$ cat config.mk
export PLATFORM = sky130hd
export DESIGN_NAME = ultrasonic_echo_ranger_flat
export DESIGN_NICKNAME = d
export VERILOG_FILES = /design/src/rtl/uer_pkg.sv /design/src/rtl/uer_if.sv /design/src/rtl/uer_csr.sv /design/src/rtl/uer_core.sv /design/src/rtl/ultrasonic_echo_ranger.sv /design/src/flat_wrapper.sv
export SDC_FILE = /design/constraint.sdc
export NUM_CORES = 1
export LEC_CHECK = 0
export ABC_AREA = 0
export BUFFER_PORTS_ARGS = -buffer_cell sky130_fd_sc_hd__buf_2
export CORE_ASPECT_RATIO = 1.5
export CORE_UTILIZATION = 55
export DETAILED_ROUTE_END_ITERATION = 10
export GPL_TIMING_DRIVEN = 1
export HOLD_SLACK_MARGIN = 0.1
export PLACE_DENSITY = 0.76
export SLEW_MARGIN = 30
export SYNTH_ARGS = -nofsm -noshare
export SYNTH_HDL_FRONTEND = slang
export SYNTH_SLANG_ARGS = --single-unit
$ cat constraint.sdc
create_clock -name clock -period 7.1 [get_ports clock]
set_clock_uncertainty 0.15 [all_clocks]
set_input_delay 0.355 -clock clock [delete_from_list [all_inputs] [get_ports clock]]
set_output_delay 0.355 -clock clock [all_outputs]
set_load 0.02 [all_outputs]
$ cat src/rtl/uer_pkg.sv
// shared types, register indexes and phase codes for the echo ranger
package uer_pkg;

   localparam int CFG_W     = 20;
   localparam int TPF_W     = 16;
   localparam int FEET_W    = 20;
   localparam int CSR_IDX_W = 4;
   localparam int PHASE_W   = 3;

   localparam logic [FEET_W-1:0] FEET_MAX = {FEET_W{1'b1}};

   // register indexes on the csr channel
   localparam logic [CSR_IDX_W-1:0] REG_SETUP_LOW    = 4'd0;
   localparam logic [CSR_IDX_W-1:0] REG_TRIGGER_HIGH = 4'd1;
   localparam logic [CSR_IDX_W-1:0] REG_TIMEOUT      = 4'd2;
   localparam logic [CSR_IDX_W-1:0] REG_TICKS_FOOT   = 4'd3;

   // reset values of the registers
   localparam logic [CFG_W-1:0] SETUP_LOW_RST    = 20'd2000;
   localparam logic [CFG_W-1:0] TRIGGER_HIGH_RST = 20'd10;
   localparam logic [CFG_W-1:0] TIMEOUT_RST      = 20'd30000;
   localparam logic [TPF_W-1:0] TICKS_FOOT_RST   = 16'd1768;

   // measurement phases
   localparam logic [PHASE_W-1:0] PH_IDLE  = 3'd0;
   localparam logic [PHASE_W-1:0] PH_SETUP = 3'd1;
   localparam logic [PHASE_W-1:0] PH_TRIG  = 3'd2;
   localparam logic [PHASE_W-1:0] PH_WAIT  = 3'd3;
   localparam logic [PHASE_W-1:0] PH_MEAS  = 3'd4;

   typedef struct packed {
      logic [CFG_W-1:0] setup_low_ticks;
      logic [CFG_W-1:0] trigger_high_ticks;
      logic [CFG_W-1:0] timeout_ticks;
      logic [TPF_W-1:0] ticks_per_foot;
   } cfg_type;

   typedef struct packed {
      logic start_req;
      logic echo;
   } req_type;

   typedef struct packed {
      logic              trigger;
      logic              busy_res;
      logic              done_res;
      logic              timed_out;
      logic [FEET_W-1:0] distance_feet;
   } rsp_type;

endpackage

$ cat src/rtl/uer_if.sv
// valid/ready channel interfaces for the echo ranger

interface uer_req_if import uer_pkg::*; ();
   logic valid;
   logic ready;
   logic start_req;
   logic echo;
   modport source (output valid, output start_req, output echo, input ready);
   modport sink (input valid, input start_req, input echo, output ready);
endinterface

interface uer_rsp_if import uer_pkg::*; ();
   logic              valid;
   logic              ready;
   logic              trigger;
   logic              busy_res;
   logic              done_res;
   logic              timed_out;
   logic [FEET_W-1:0] distance_feet;
   modport source (output valid, output trigger, output busy_res, output done_res,
                   output timed_out, output distance_feet, input ready);
   modport sink (input valid, input trigger, input busy_res, input done_res,
                 input timed_out, input distance_feet, output ready);
endinterface

interface uer_csr_if import uer_pkg::*; ();
   logic                 valid;
   logic                 ready;
   logic [CSR_IDX_W-1:0] index;
   logic [CFG_W-1:0]     data;
   modport source (output valid, output index, output data, input ready);
   modport sink (input valid, input index, input data, output ready);
endinterface

$ cat src/rtl/uer_csr.sv
// configuration register file for the echo ranger
module uer_csr import uer_pkg::*; (
   input  logic    clock,
   input  logic    reset,
   uer_csr_if.sink csr_bus,
   output cfg_type cfg
);

   cfg_type cfg_ff;
   cfg_type cfg_in;
   logic    wr_en;

   assign csr_bus.ready = 1'b1;
   assign wr_en         = csr_bus.valid;

   always_comb begin
      cfg_in = cfg_ff;
      if (wr_en) begin
         unique case (csr_bus.index)
            REG_SETUP_LOW:    cfg_in.setup_low_ticks    = csr_bus.data;
            REG_TRIGGER_HIGH: cfg_in.trigger_high_ticks = csr_bus.data;
            REG_TIMEOUT:      cfg_in.timeout_ticks      = csr_bus.data;
            REG_TICKS_FOOT:   cfg_in.ticks_per_foot     = csr_bus.data[TPF_W-1:0];
            default:          cfg_in = cfg_ff;
         endcase
      end
   end

   always_ff @(posedge clock) begin
      if (reset) begin
         cfg_ff.setup_low_ticks    <= SETUP_LOW_RST;
         cfg_ff.trigger_high_ticks <= TRIGGER_HIGH_RST;
         cfg_ff.timeout_ticks      <= TIMEOUT_RST;
         cfg_ff.ticks_per_foot     <= TICKS_FOOT_RST;
      end else begin
         cfg_ff <= cfg_in;
      end
   end

   assign cfg = cfg_ff;

endmodule

$ cat src/rtl/uer_core.sv
// per-tick phase sequencer, pulse timer and foot counter
module uer_core import uer_pkg::*; #(
   parameter int COUNT_WIDTH = 20
) (
   input  logic    clock,
   input  logic    reset,
   input  logic    step_en,
   input  req_type item,
   input  cfg_type cfg,
   output rsp_type result
);

   localparam int LW = (COUNT_WIDTH > CFG_W) ? COUNT_WIDTH : CFG_W;

   logic [PHASE_W-1:0]     phase_ff, phase_in;
   logic [COUNT_WIDTH-1:0] count_ff, count_in;
   logic [TPF_W-1:0]       sub_ff, sub_in;
   logic [FEET_W-1:0]      feet_ff, feet_in;
   logic [FEET_W-1:0]      held_ff, held_in;

   logic [COUNT_WIDTH-1:0] lim_setup, lim_trig, lim_tout;
   logic                   trig, done, tout;

   // limits above the counter range are clipped to its maximum
   function automatic logic [COUNT_WIDTH-1:0] clip(input logic [CFG_W-1:0] v);
      logic [LW-1:0] ext;
      logic [LW-1:0] cmax;
      ext  = LW'(v);
      cmax = LW'({COUNT_WIDTH{1'b1}});
      if (ext > cmax) begin
         ext = cmax;
      end
      return ext[COUNT_WIDTH-1:0];
   endfunction

   assign lim_setup = clip(cfg.setup_low_ticks);
   assign lim_trig  = clip(cfg.trigger_high_ticks);
   assign lim_tout  = clip(cfg.timeout_ticks);

   always_comb begin
      phase_in = phase_ff;
      count_in = count_ff;
      sub_in   = sub_ff;
      feet_in  = feet_ff;
      held_in  = held_ff;
      trig     = 1'b0;
      done     = 1'b0;
      tout     = 1'b0;

      if (phase_in == PH_IDLE && item.start_req) begin
         phase_in = PH_SETUP;
         count_in = '0;
         sub_in   = '0;
         feet_in  = '0;
      end

      // the last setup tick already drives the pulse
      if (phase_in == PH_SETUP) begin
         if (count_in >= lim_setup) begin
            phase_in = PH_TRIG;
            count_in = '0;
         end else begin
            count_in = count_in + 1'b1;
         end
      end

      // subcounter wrap (or zero ticks per foot) adds one foot
      unique case (phase_in)
         PH_TRIG: begin
            trig     = 1'b1;
            count_in = count_in + 1'b1;
            if (count_in >= lim_trig) begin
               phase_in = PH_WAIT;
               count_in = '0;
            end
         end
         PH_WAIT: begin
            if (item.echo) begin
               phase_in = PH_MEAS;
               count_in = COUNT_WIDTH'(1);
               sub_in   = sub_in + 1'b1;
               if (sub_in >= cfg.ticks_per_foot || sub_in == '0) begin
                  sub_in = '0;
                  if (feet_in != FEET_MAX) begin
                     feet_in = feet_in + 1'b1;
                  end
               end
            end else if (count_in >= lim_tout) begin
               phase_in = PH_IDLE;
               count_in = '0;
               done     = 1'b1;
               tout     = 1'b1;
            end else begin
               count_in = count_in + 1'b1;
            end
         end
         PH_MEAS: begin
            if (!item.echo) begin
               held_in  = feet_in;
               phase_in = PH_IDLE;
               count_in = '0;
               done     = 1'b1;
            end else if (count_in >= lim_tout) begin
               phase_in = PH_IDLE;
               count_in = '0;
               done     = 1'b1;
               tout     = 1'b1;
            end else begin
               count_in = count_in + 1'b1;
               sub_in   = sub_in + 1'b1;
               if (sub_in >= cfg.ticks_per_foot || sub_in == '0) begin
                  sub_in = '0;
                  if (feet_in != FEET_MAX) begin
                     feet_in = feet_in + 1'b1;
                  end
               end
            end
         end
         default: begin
         end
      endcase
   end

   always_ff @(posedge clock) begin
      if (reset) begin
         phase_ff <= PH_IDLE;
         count_ff <= '0;
         sub_ff   <= '0;
         feet_ff  <= '0;
         held_ff  <= '0;
      end else if (step_en) begin
         phase_ff <= phase_in;
         count_ff <= count_in;
         sub_ff   <= sub_in;
         feet_ff  <= feet_in;
         held_ff  <= held_in;
      end
   end

   assign result.trigger       = trig;
   assign result.busy_res      = (phase_in != PH_IDLE);
   assign result.done_res      = done;
   assign result.timed_out     = tout;
   assign result.distance_feet = held_in;

endmodule

$ cat src/rtl/ultrasonic_echo_ranger.sv
// top level of the ultrasonic echo ranger
//
//  channel  dir  handshake      payload
//  req_bus  in   valid / ready  start_req, echo
//  rsp_bus  out  valid / ready  trigger, busy_res, done_res, timed_out, distance_feet
//  csr_bus  in   valid / ready  index, data (always ready)
//
//  one word in and one word out per cycle while rsp ready is high; each word passes the input register,
//  then the phase sequencer settles in one pass into the output register
//  reset (synchronous) clears the valid bits, the phase state and the csr and core registers
//  a stalled output holds its word; the input register refills behind it, so
//  req ready drops only while both stages are full and rsp ready is low
module ultrasonic_echo_ranger import uer_pkg::*; #(
   parameter int COUNT_WIDTH = 20
) (
   input  logic      clock,
   input  logic      reset,
   uer_req_if.sink   req_bus,
   uer_rsp_if.source rsp_bus,
   uer_csr_if.sink   csr_bus
);

   // input stage
   logic    in_valid_ff, in_valid_in;
   req_type in_item_ff;

   // output stage
   logic    out_valid_ff, out_valid_in;
   rsp_type out_item_ff;

   cfg_type cfg;
   rsp_type step_result;
   logic    out_take;
   logic    step_fire;

   // output register can load when empty or being drained
   assign out_take      = !out_valid_ff || rsp_bus.ready;
   assign step_fire     = in_valid_ff && out_take;
   assign req_bus.ready = !in_valid_ff || out_take;

   always_comb begin
      in_valid_in = in_valid_ff;
      if (req_bus.ready) begin
         in_valid_in = req_bus.valid;
      end
   end

   always_comb begin
      out_valid_in = out_valid_ff;
      if (step_fire) begin
         out_valid_in = 1'b1;
      end else if (rsp_bus.ready) begin
         out_valid_in = 1'b0;
      end
   end

   always_ff @(posedge clock) begin
      if (reset) begin
         in_valid_ff  <= 1'b0;
         out_valid_ff <= 1'b0;
      end else begin
         in_valid_ff  <= in_valid_in;
         out_valid_ff <= out_valid_in;
      end
   end

   // payload registers, no reset
   always_ff @(posedge clock) begin
      if (req_bus.ready && req_bus.valid) begin
         in_item_ff.start_req <= req_bus.start_req;
         in_item_ff.echo      <= req_bus.echo;
      end
      if (step_fire) begin
         out_item_ff <= step_result;
      end
   end

   uer_csr u_csr (
      .clock   (clock),
      .reset   (reset),
      .csr_bus (csr_bus),
      .cfg     (cfg)
   );

   // state advances once per word handed to the output register
   uer_core #(
      .COUNT_WIDTH (COUNT_WIDTH)
   ) u_core (
      .clock   (clock),
      .reset   (reset),
      .step_en (step_fire),
      .item    (in_item_ff),
      .cfg     (cfg),
      .result  (step_result)
   );

   assign rsp_bus.valid         = out_valid_ff;
   assign rsp_bus.trigger       = out_item_ff.trigger;
   assign rsp_bus.busy_res      = out_item_ff.busy_res;
   assign rsp_bus.done_res      = out_item_ff.done_res;
   assign rsp_bus.timed_out     = out_item_ff.timed_out;
   assign rsp_bus.distance_feet = out_item_ff.distance_feet;

endmodule

$ cat src/flat_wrapper.sv
// flat-port wrapper written by rule: the top's interface ports become plain ports
module ultrasonic_echo_ranger_flat import uer_pkg::*;
#(
   parameter int COUNT_WIDTH = 20
)
  (clock, reset, req_bus_valid, req_bus_start_req, req_bus_echo, req_bus_ready, rsp_bus_valid, rsp_bus_trigger, rsp_bus_busy_res, rsp_bus_done_res, rsp_bus_timed_out, rsp_bus_distance_feet, rsp_bus_ready, csr_bus_valid, csr_bus_index, csr_bus_data, csr_bus_ready);
  uer_req_if req_bus_i ();
  uer_rsp_if rsp_bus_i ();
  uer_csr_if csr_bus_i ();
  input  logic clock;
  input  logic reset;
  input wire logic [$bits(req_bus_i.valid)-1:0] req_bus_valid;
  input wire logic [$bits(req_bus_i.start_req)-1:0] req_bus_start_req;
  input wire logic [$bits(req_bus_i.echo)-1:0] req_bus_echo;
  output wire logic [$bits(req_bus_i.ready)-1:0] req_bus_ready;
  output wire logic [$bits(rsp_bus_i.valid)-1:0] rsp_bus_valid;
  output wire logic [$bits(rsp_bus_i.trigger)-1:0] rsp_bus_trigger;
  output wire logic [$bits(rsp_bus_i.busy_res)-1:0] rsp_bus_busy_res;
  output wire logic [$bits(rsp_bus_i.done_res)-1:0] rsp_bus_done_res;
  output wire logic [$bits(rsp_bus_i.timed_out)-1:0] rsp_bus_timed_out;
  output wire logic [$bits(rsp_bus_i.distance_feet)-1:0] rsp_bus_distance_feet;
  input wire logic [$bits(rsp_bus_i.ready)-1:0] rsp_bus_ready;
  input wire logic [$bits(csr_bus_i.valid)-1:0] csr_bus_valid;
  input wire logic [$bits(csr_bus_i.index)-1:0] csr_bus_index;
  input wire logic [$bits(csr_bus_i.data)-1:0] csr_bus_data;
  output wire logic [$bits(csr_bus_i.ready)-1:0] csr_bus_ready;
  assign req_bus_i.valid = req_bus_valid;
  assign req_bus_i.start_req = req_bus_start_req;
  assign req_bus_i.echo = req_bus_echo;
  assign req_bus_ready = req_bus_i.ready;
  assign rsp_bus_valid = rsp_bus_i.valid;
  assign rsp_bus_trigger = rsp_bus_i.trigger;
  assign rsp_bus_busy_res = rsp_bus_i.busy_res;
  assign rsp_bus_done_res = rsp_bus_i.done_res;
  assign rsp_bus_timed_out = rsp_bus_i.timed_out;
  assign rsp_bus_distance_feet = rsp_bus_i.distance_feet;
  assign rsp_bus_i.ready = rsp_bus_ready;
  assign csr_bus_i.valid = csr_bus_valid;
  assign csr_bus_i.index = csr_bus_index;
  assign csr_bus_i.data = csr_bus_data;
  assign csr_bus_ready = csr_bus_i.ready;
  ultrasonic_echo_ranger #(.COUNT_WIDTH(COUNT_WIDTH)) u_core (.clock(clock), .reset(reset), .req_bus(req_bus_i), .rsp_bus(rsp_bus_i), .csr_bus(csr_bus_i));
endmodule
==> results of run 1 <==
-- power by group --
group          switching [mW]  internal (mW)  leakage [nW]
logic                   0.285          0.147          3.20
clock network           0.434          0.494         0.282
registers              0.0276           1.08          1.51
total                   0.746           1.72          5.00
-- what timing repair did --
item	CTS	global route
resized for setup	0	3
endpoints found under the setup margin	0	13
setup buffers	0	1
hold buffers	24	0
hold endpoints to repair	75	0
-- registers in the layout, indices dropped and copies added (netlist names) --
signal                        flops
u_core.rsp_bus.busy_res           1
u_core.u_core.feet_ff            20
u_core.u_core.phase_ff            3
u_core.u_core.count_ff           20
u_core.rsp_bus.distance_feet     20
u_core.u_csr.cfg                 76
u_core.rsp_bus.trigger            1
u_core.in_valid_ff                1
u_core.rsp_bus.valid              1
u_core.rsp_bus.timed_out          1
u_core.u_core.sub_ff             16
u_core.rsp_bus.done_res           1
u_core.u_core.held_ff            20
u_core.in_item_ff                 2
-- Yosys cell counts (all sizes together), types with 25 or more instances --
cell type  count  area, µm²
nand4         26        175
dfxtp        157       3140
xnor2         32        280
ha            80       1000
edfxtp        26        781
inv          103        387
a21o          25        188
o21ai         81        405
nor3          34        200
nor2         101        379
a21oi        131        659
clkbuf        70        263
nand2        294       1110
o211ai        30        225
nand3         50        250
and2          26        168
-- cell type report --
type,count,area (µm²),share of cell area (%)
multi-input cells,1127,6880,53.6
flip-flops and latches,183,3920,30.6
repair buffers,108,744,5.80
clock buffers,20,479,3.73
inverters,103,387,3.01
well taps,264,330,2.57
clock inverters,11,86.3,0.673
-- per-stage QoR --
stage          cells  cell area (µm²)  hold slack [ns]  worst slack, ns
6_report        1816            12800            0.220            0.467
5_1_grt         1816            12800            0.229           0.0740
4_1_cts         1814            12800            0.206            0.217
3_5_place_dp    1759            12000            0.297            0.284
3_3_place_gp    1759            12000            0.291            0.498
2_1_floorplan   1502            11500            0.285          0.00967
-- worst max-delay path by stage --
stage | start | endpoint | slack, ns | cells after the start
final | u_core.in_item_ff[1] | u_core.u_core.count_ff[19] | 0.47 | 27
after global routing | u_core.in_item_ff[1] | u_core.u_core.count_ff[19] | 0.07 | 26
after CTS | u_core.in_item_ff[1] | u_core.u_core.count_ff[19] | 0.22 | 27
after detailed placement | u_core.in_item_ff[1] | u_core.u_core.count_ff[19] | 0.28 | 27
after global placement | u_core.in_item_ff[1] | u_core.u_core.count_ff[19] | 0.50 | 27
after floorplan | u_core.u_core.phase_ff[0] | u_core.u_core.count_ff[19] | 0.01 | 32
-- layer usage --
layer	global-route usage, %	share of wire, %	vias to the layer above
li1	-	-	5358
met1	35.9	39	5209
met2	56.0	50	421
met3	4.87	5.5	116
met4	20.2	5.4	0
met5	0	0	-
-- critical path, stage by stage, from the launching register on --
cell and delay (ns):
edfxtp_1 0.41, or4b_2 0.73, buf_4 0.27, and2_1 0.18, ha_1 0.33, nand4_1 0.22, nor4_1 0.10, a32oi_1 0.18
o211ai_1 0.15, nor2_1 0.16, a22o_1 0.21, ha_1 0.22, o2111ai_1 0.25, a2111oi_4 0.25, buf_4 0.20, nand2_1 0.08
xnor2_1 0.15, ha_1 0.23, a21o_1 0.16, a21o_1 0.17, a221o_1 0.36, a221oi_2 0.33, o31ai_1 0.13, o21ai_1 0.17
buf_6 0.24, nand3b_1 0.10, mux2_1 0.30, o211ai_1 0.10
-- cells by family (layout without fill, tap and decap cells) --
group,count (synthesis),in the layout,synth area share (%)
and+or+nand+nor,612,612,25.5
AOI/OAI and AO/OA,375,375,20.5
buffers and inverters,192,242,6.57
DFF,183,183,34.0
adders and majority gates,80,80,8.69
xor gates and xnor gates,48,48,3.65
muxes,11,11,1.11
other,1,1,0.0325
==> run metrics, run 1 <==
Post-DP HPWL=24.6 mm; area of the mapped netlist=0.0115 mm²; pwr dens=192 mW/mm²; CTS H-tree lvls=4; CTS tree=built; Final Hold Vio Count=0; Filler Cell Count=1,860; worst hold path class=input port to flip-flop; vias in the first global route=around 11,000; f_max=about 150 MHz; worst hold start=reset; per-cell routed wire length=18.4 µm; synth warn=0; RR Endpoint=u_core.u_core.count_ff[19]; asr flop ratio synth=0%; GP Congestion=1.01; CTS Buf Count=17; number of synthesized flops with an enable pin=26; Core Footprint=about 0.02 mm²; fin nets=1,651; post-route ant nets=0; status=finished clean; Overall Global Routing Usage=31.9%; Setup CP Type=flip-flop to flip-flop; depth of the worst register-to-register path=27; Layout area overhead=11.3%; # diodes=0; Detailed Route Iter0 Violations=827; clk root buf=clkbuf_16; die height=approximately 180 µm; number of antenna violations at the first check in global routing=0; endpoint class of the critical path=flip-flop; Data arrival, critical path=6.84 ns; DRT Wirelength=~33 mm; I/O pin total=58; post-route setup TNS=0 ns; Starting Density=56.2%; Lkg Pwr=5.00 nW; flop2flop setup slack=around 0.47 ns; pin count of the biggest net entering global routing=64; Slew @ Worst Pin=0.970 ns; Reg2Reg Launch Point=u_core.in_item_ff[1]; DRC Markers=0; crit path max fanout=22; Final min period=6.63 ns; sequential area share after synthesis=approximately 34%; Die Width=120 µm; Startpoint Class=flip-flop; clk_lat worst skew=0.45 ns; Hold Crit Depth=2; Cell variety after synth=84; Clock Sinks=roughly 180; clock-pin slew on the worst setup and hold paths=0.08 ns; DIE AREA=0.0215 mm²; vias per cell=6.11; syn avg cell area=7.67 µm²; synthesis-stage register bit count=183; most frequent cells in the layout=nand2_1, dfxtp_1, a21oi_1; worst vdd ir=between 0.00015 and 0.0002 V; fin util=62.6%; Post-Syn Instances=1,502; first-pass GRT wire length=between 50 and 60 mm; DRT Pass-1 Iters=5; layout cells sized above 1=10.1%; fin. max-slew vios=0; crit share post-route=93.4%; worst-case clock buffer depth=2; gr ovfl total=0; most common cell after layout, fill and taps aside=nand2_1; IO buf count=56; ys flop type=dfxtp_1; Pwr Total=2.46 mW; Hold EP=u_core.u_core.phase_ff[1]; Slew HR=35.1%; via count=11,100; Crit path required time=roughly 7.3 ns; max cap viols=0; FP Rows=64; syn nets=1,613; final setup vio count=0; RSZ-0062 raised after global routing=no
Note: power is estimated with default switching activity, not from simulation.
==> run 2: changes to the inputs <==
- PLACE_DENSITY: 0.76 -> 0.73
- clock period: 7.1 -> 7.9 ns (I/O delays scaled with it)
==> run 2 against run 1 <==
Compared with the run above:
- hold slack worse by 0.10 ns
- fmax is 9.1% lower
- routed wire length rose by 2.8%
- global-route usage is 1.0 points higher
- sequential power fell by 10%
- sequential share of layout area grew 0.22 points
- clock power decreased by 6.1%
- utilization is 0.44 points lower
- via count shrank 0.65%
- setup slack better by 0.14 ns
- register-to-register slack improved by 0.14 ns
==> run metrics, run 2 (synthesis results as in run 1) <==
DRC Markers=0 (unchanged); pin count of the biggest net entering global routing=72 (was 64); crit path launch=u_core.u_core.phase_ff[2] (was u_core.in_item_ff[1]); layout cells sized above 1=9.60% (was 10.1%); Reg area=0.00392 mm² (unchanged); setup repair bufs after CTS=0 (unchanged); clk root buf=clkbuf_16 (unchanged); Post-DP HPWL=25.1 mm (was 24.6 mm); Clock Sinks=183 (unchanged); Overall Global Routing Usage=32.9% (was 31.9%); clock-pin slew on the worst setup and hold paths=0.08 ns (about the same); Slew HR=37.9% (was 35.1%); gr ovfl total=0 (unchanged); GP Congestion=0.965 (was 1.01); max cap viols=0 (unchanged); Hold Slack=0.118 ns (was 0.220 ns); max reg flops=76 (unchanged); multi-input logic area=0.00687 mm² (was 0.00688 mm²); Core Footprint=0.0205 mm² (unchanged); RSZ-0062 raised after global routing=no (unchanged); # diodes=0 (unchanged); FP Rows=64 (unchanged); pwr dens=176 mW/mm² (was 192 mW/mm²); Final Hold Vio Count=0 (unchanged); f_max=137 MHz (was 151 MHz); vias in the first global route=10,400 (was 10,600); per-cell routed wire length=19.1 µm (was 18.4 µm); post-route setup TNS=0 ns (unchanged); setup ws final=0.606 ns (was 0.467 ns); CTS Buf Count=17 (unchanged); Die Width=120 µm (unchanged); vias per cell=6.11 (about the same); Data arrival, critical path=7.51 ns (was 6.84 ns); DRT Pass-1 Iters=6 (was 5); post-route ant nets=0 (unchanged); worst vdd ir=0.000156 V (was 0.000179 V); crit share post-route=92.3% (was 93.4%); number of antenna violations at the first check in global routing=0 (unchanged); endpoint class of the critical path=flip-flop (unchanged); fin. max-slew vios=0 (unchanged); Slew @ Worst Pin=0.929 ns (was 0.970 ns); Layout area overhead=10.6% (was 11.3%); most frequent cells in the layout=nand2_1, dfxtp_1, a21oi_1 (unchanged); final setup vio count=0 (unchanged); worst hold start=csr_bus_data[5] (was reset); Detailed Route Iter0 Violations=792 (was 827); die height=179 µm (unchanged); IO buf count=56 (unchanged); Filler Cell Count=1,901 (was 1,860); crit path max fanout=28 (was 22); Lkg Pwr=4.95 nW (was 5.00 nW); CTS H-tree lvls=4 (unchanged); Reg2Reg Launch Point=u_core.u_core.phase_ff[2] (was u_core.in_item_ff[1]); most common cell after layout, fill and taps aside=nand2_1 (unchanged); worst-case clock buffer depth=2 (unchanged); CTS tree=built (unchanged); pre-CTS setup slack=0.655 ns (was 0.284 ns); first-pass GRT wire length=54.7 mm (was 53.9 mm); DRT Wirelength=34.4 mm (was 33.5 mm); Crit path required time=8.11 ns (was 7.31 ns); Starting Density=56.2% (unchanged); I/O pin total=58 (unchanged); fin nets=1,639 (was 1,651); Startpoint Class=flip-flop (unchanged); worst hold path class=input port to flip-flop (unchanged); clk_lat worst skew=0.45 ns (about the same); DIE AREA=0.0215 mm² (unchanged); Setup CP Type=flip-flop to flip-flop (unchanged); via count=11,000 (was 11,100); status=finished clean (unchanged); Final min period=7.29 ns (was 6.63 ns)
-- run 2: layout make-up --
class,instances,area share (%)
repair buffers,96,4.97
well taps,264,2.59
clock buffers,18,3.53
inverters,103,3.03
multi-input cells,1127,53.9
clock inverters,14,1.16
flip-flops and latches,183,30.8
-- run 2: metrics by stage --
stage	cell area (µm²)	total power [mW]	std cells	util, %
2_1_floorplan	11500	1.25	1502	-
3_3_place_gp	11900	1.37	1753	58.2
4_1_cts	12700	2.24	1805	62.1
6_report	12700	2.24	1805	62.2
3_5_place_dp	11900	1.37	1753	58.2
5_1_grt	12700	2.32	1805	62.2
-- run 2: where the power goes --
| part | total [mW] | leakage (nW) | switching, mW | internal, mW |
|---|---|---|---|---|
| combinational | 0.372 | 3.14 | 0.249 | 0.123 |
| clock | 0.870 | 0.293 | 0.428 | 0.442 |
| sequential | 0.996 | 1.51 | 0.0278 | 0.968 |
| total | 2.24 | 4.95 | 0.705 | 1.53 |
-- run 2: what timing repair did --
item,4_1_cts,5_1_grt
hold endpoints to repair,51,0
hold buffers,20,0
gates resized for setup,0,1
endpoints found under the setup margin,0,1
-- run 2: critical path, cell delays in order, from the launching register on --
cell and delay [ns]:
dfxtp_1 0.45, or4b_2 1.05, nand2_1 0.26, ha_1 0.25, nand2b_1 0.14, a2111o_1 0.41
a32oi_1 0.19, o211ai_1 0.15, nor2_1 0.17, a21oi_1 0.16, inv_1 0.13, ha_1 0.23
o2111ai_1 0.27, a2111oi_4 0.42, nand2_1 0.13, xnor2_1 0.17, ha_1 0.21, a21o_1 0.15
a21o_1 0.17, a221o_1 0.34, a221oi_1 0.57, o31ai_1 0.16, o21ai_1 0.20, buf_4 0.22
nand3_1 0.08, mux2_1 0.31, o211ai_1 0.09
-- run 2: final timing paths --
path / end / slack (ns) / cells past startpoint
max: u_core.u_core.count_ff[19] / 0.61 / 26
min: u_core.u_csr.cfg[61] / 0.12 / 3
max reg2reg: u_core.u_core.count_ff[19] / 0.61 / 26
min reg2reg: u_core.u_csr.cfg[42] / 0.31 / 2
-- run 2: layer usage --
layer	global-route usage, %	routed length (µm)
met1	35.9	13200
met4	21.6	2140
met2	58.6	17500
met5	0	0
met3	5.22	1580
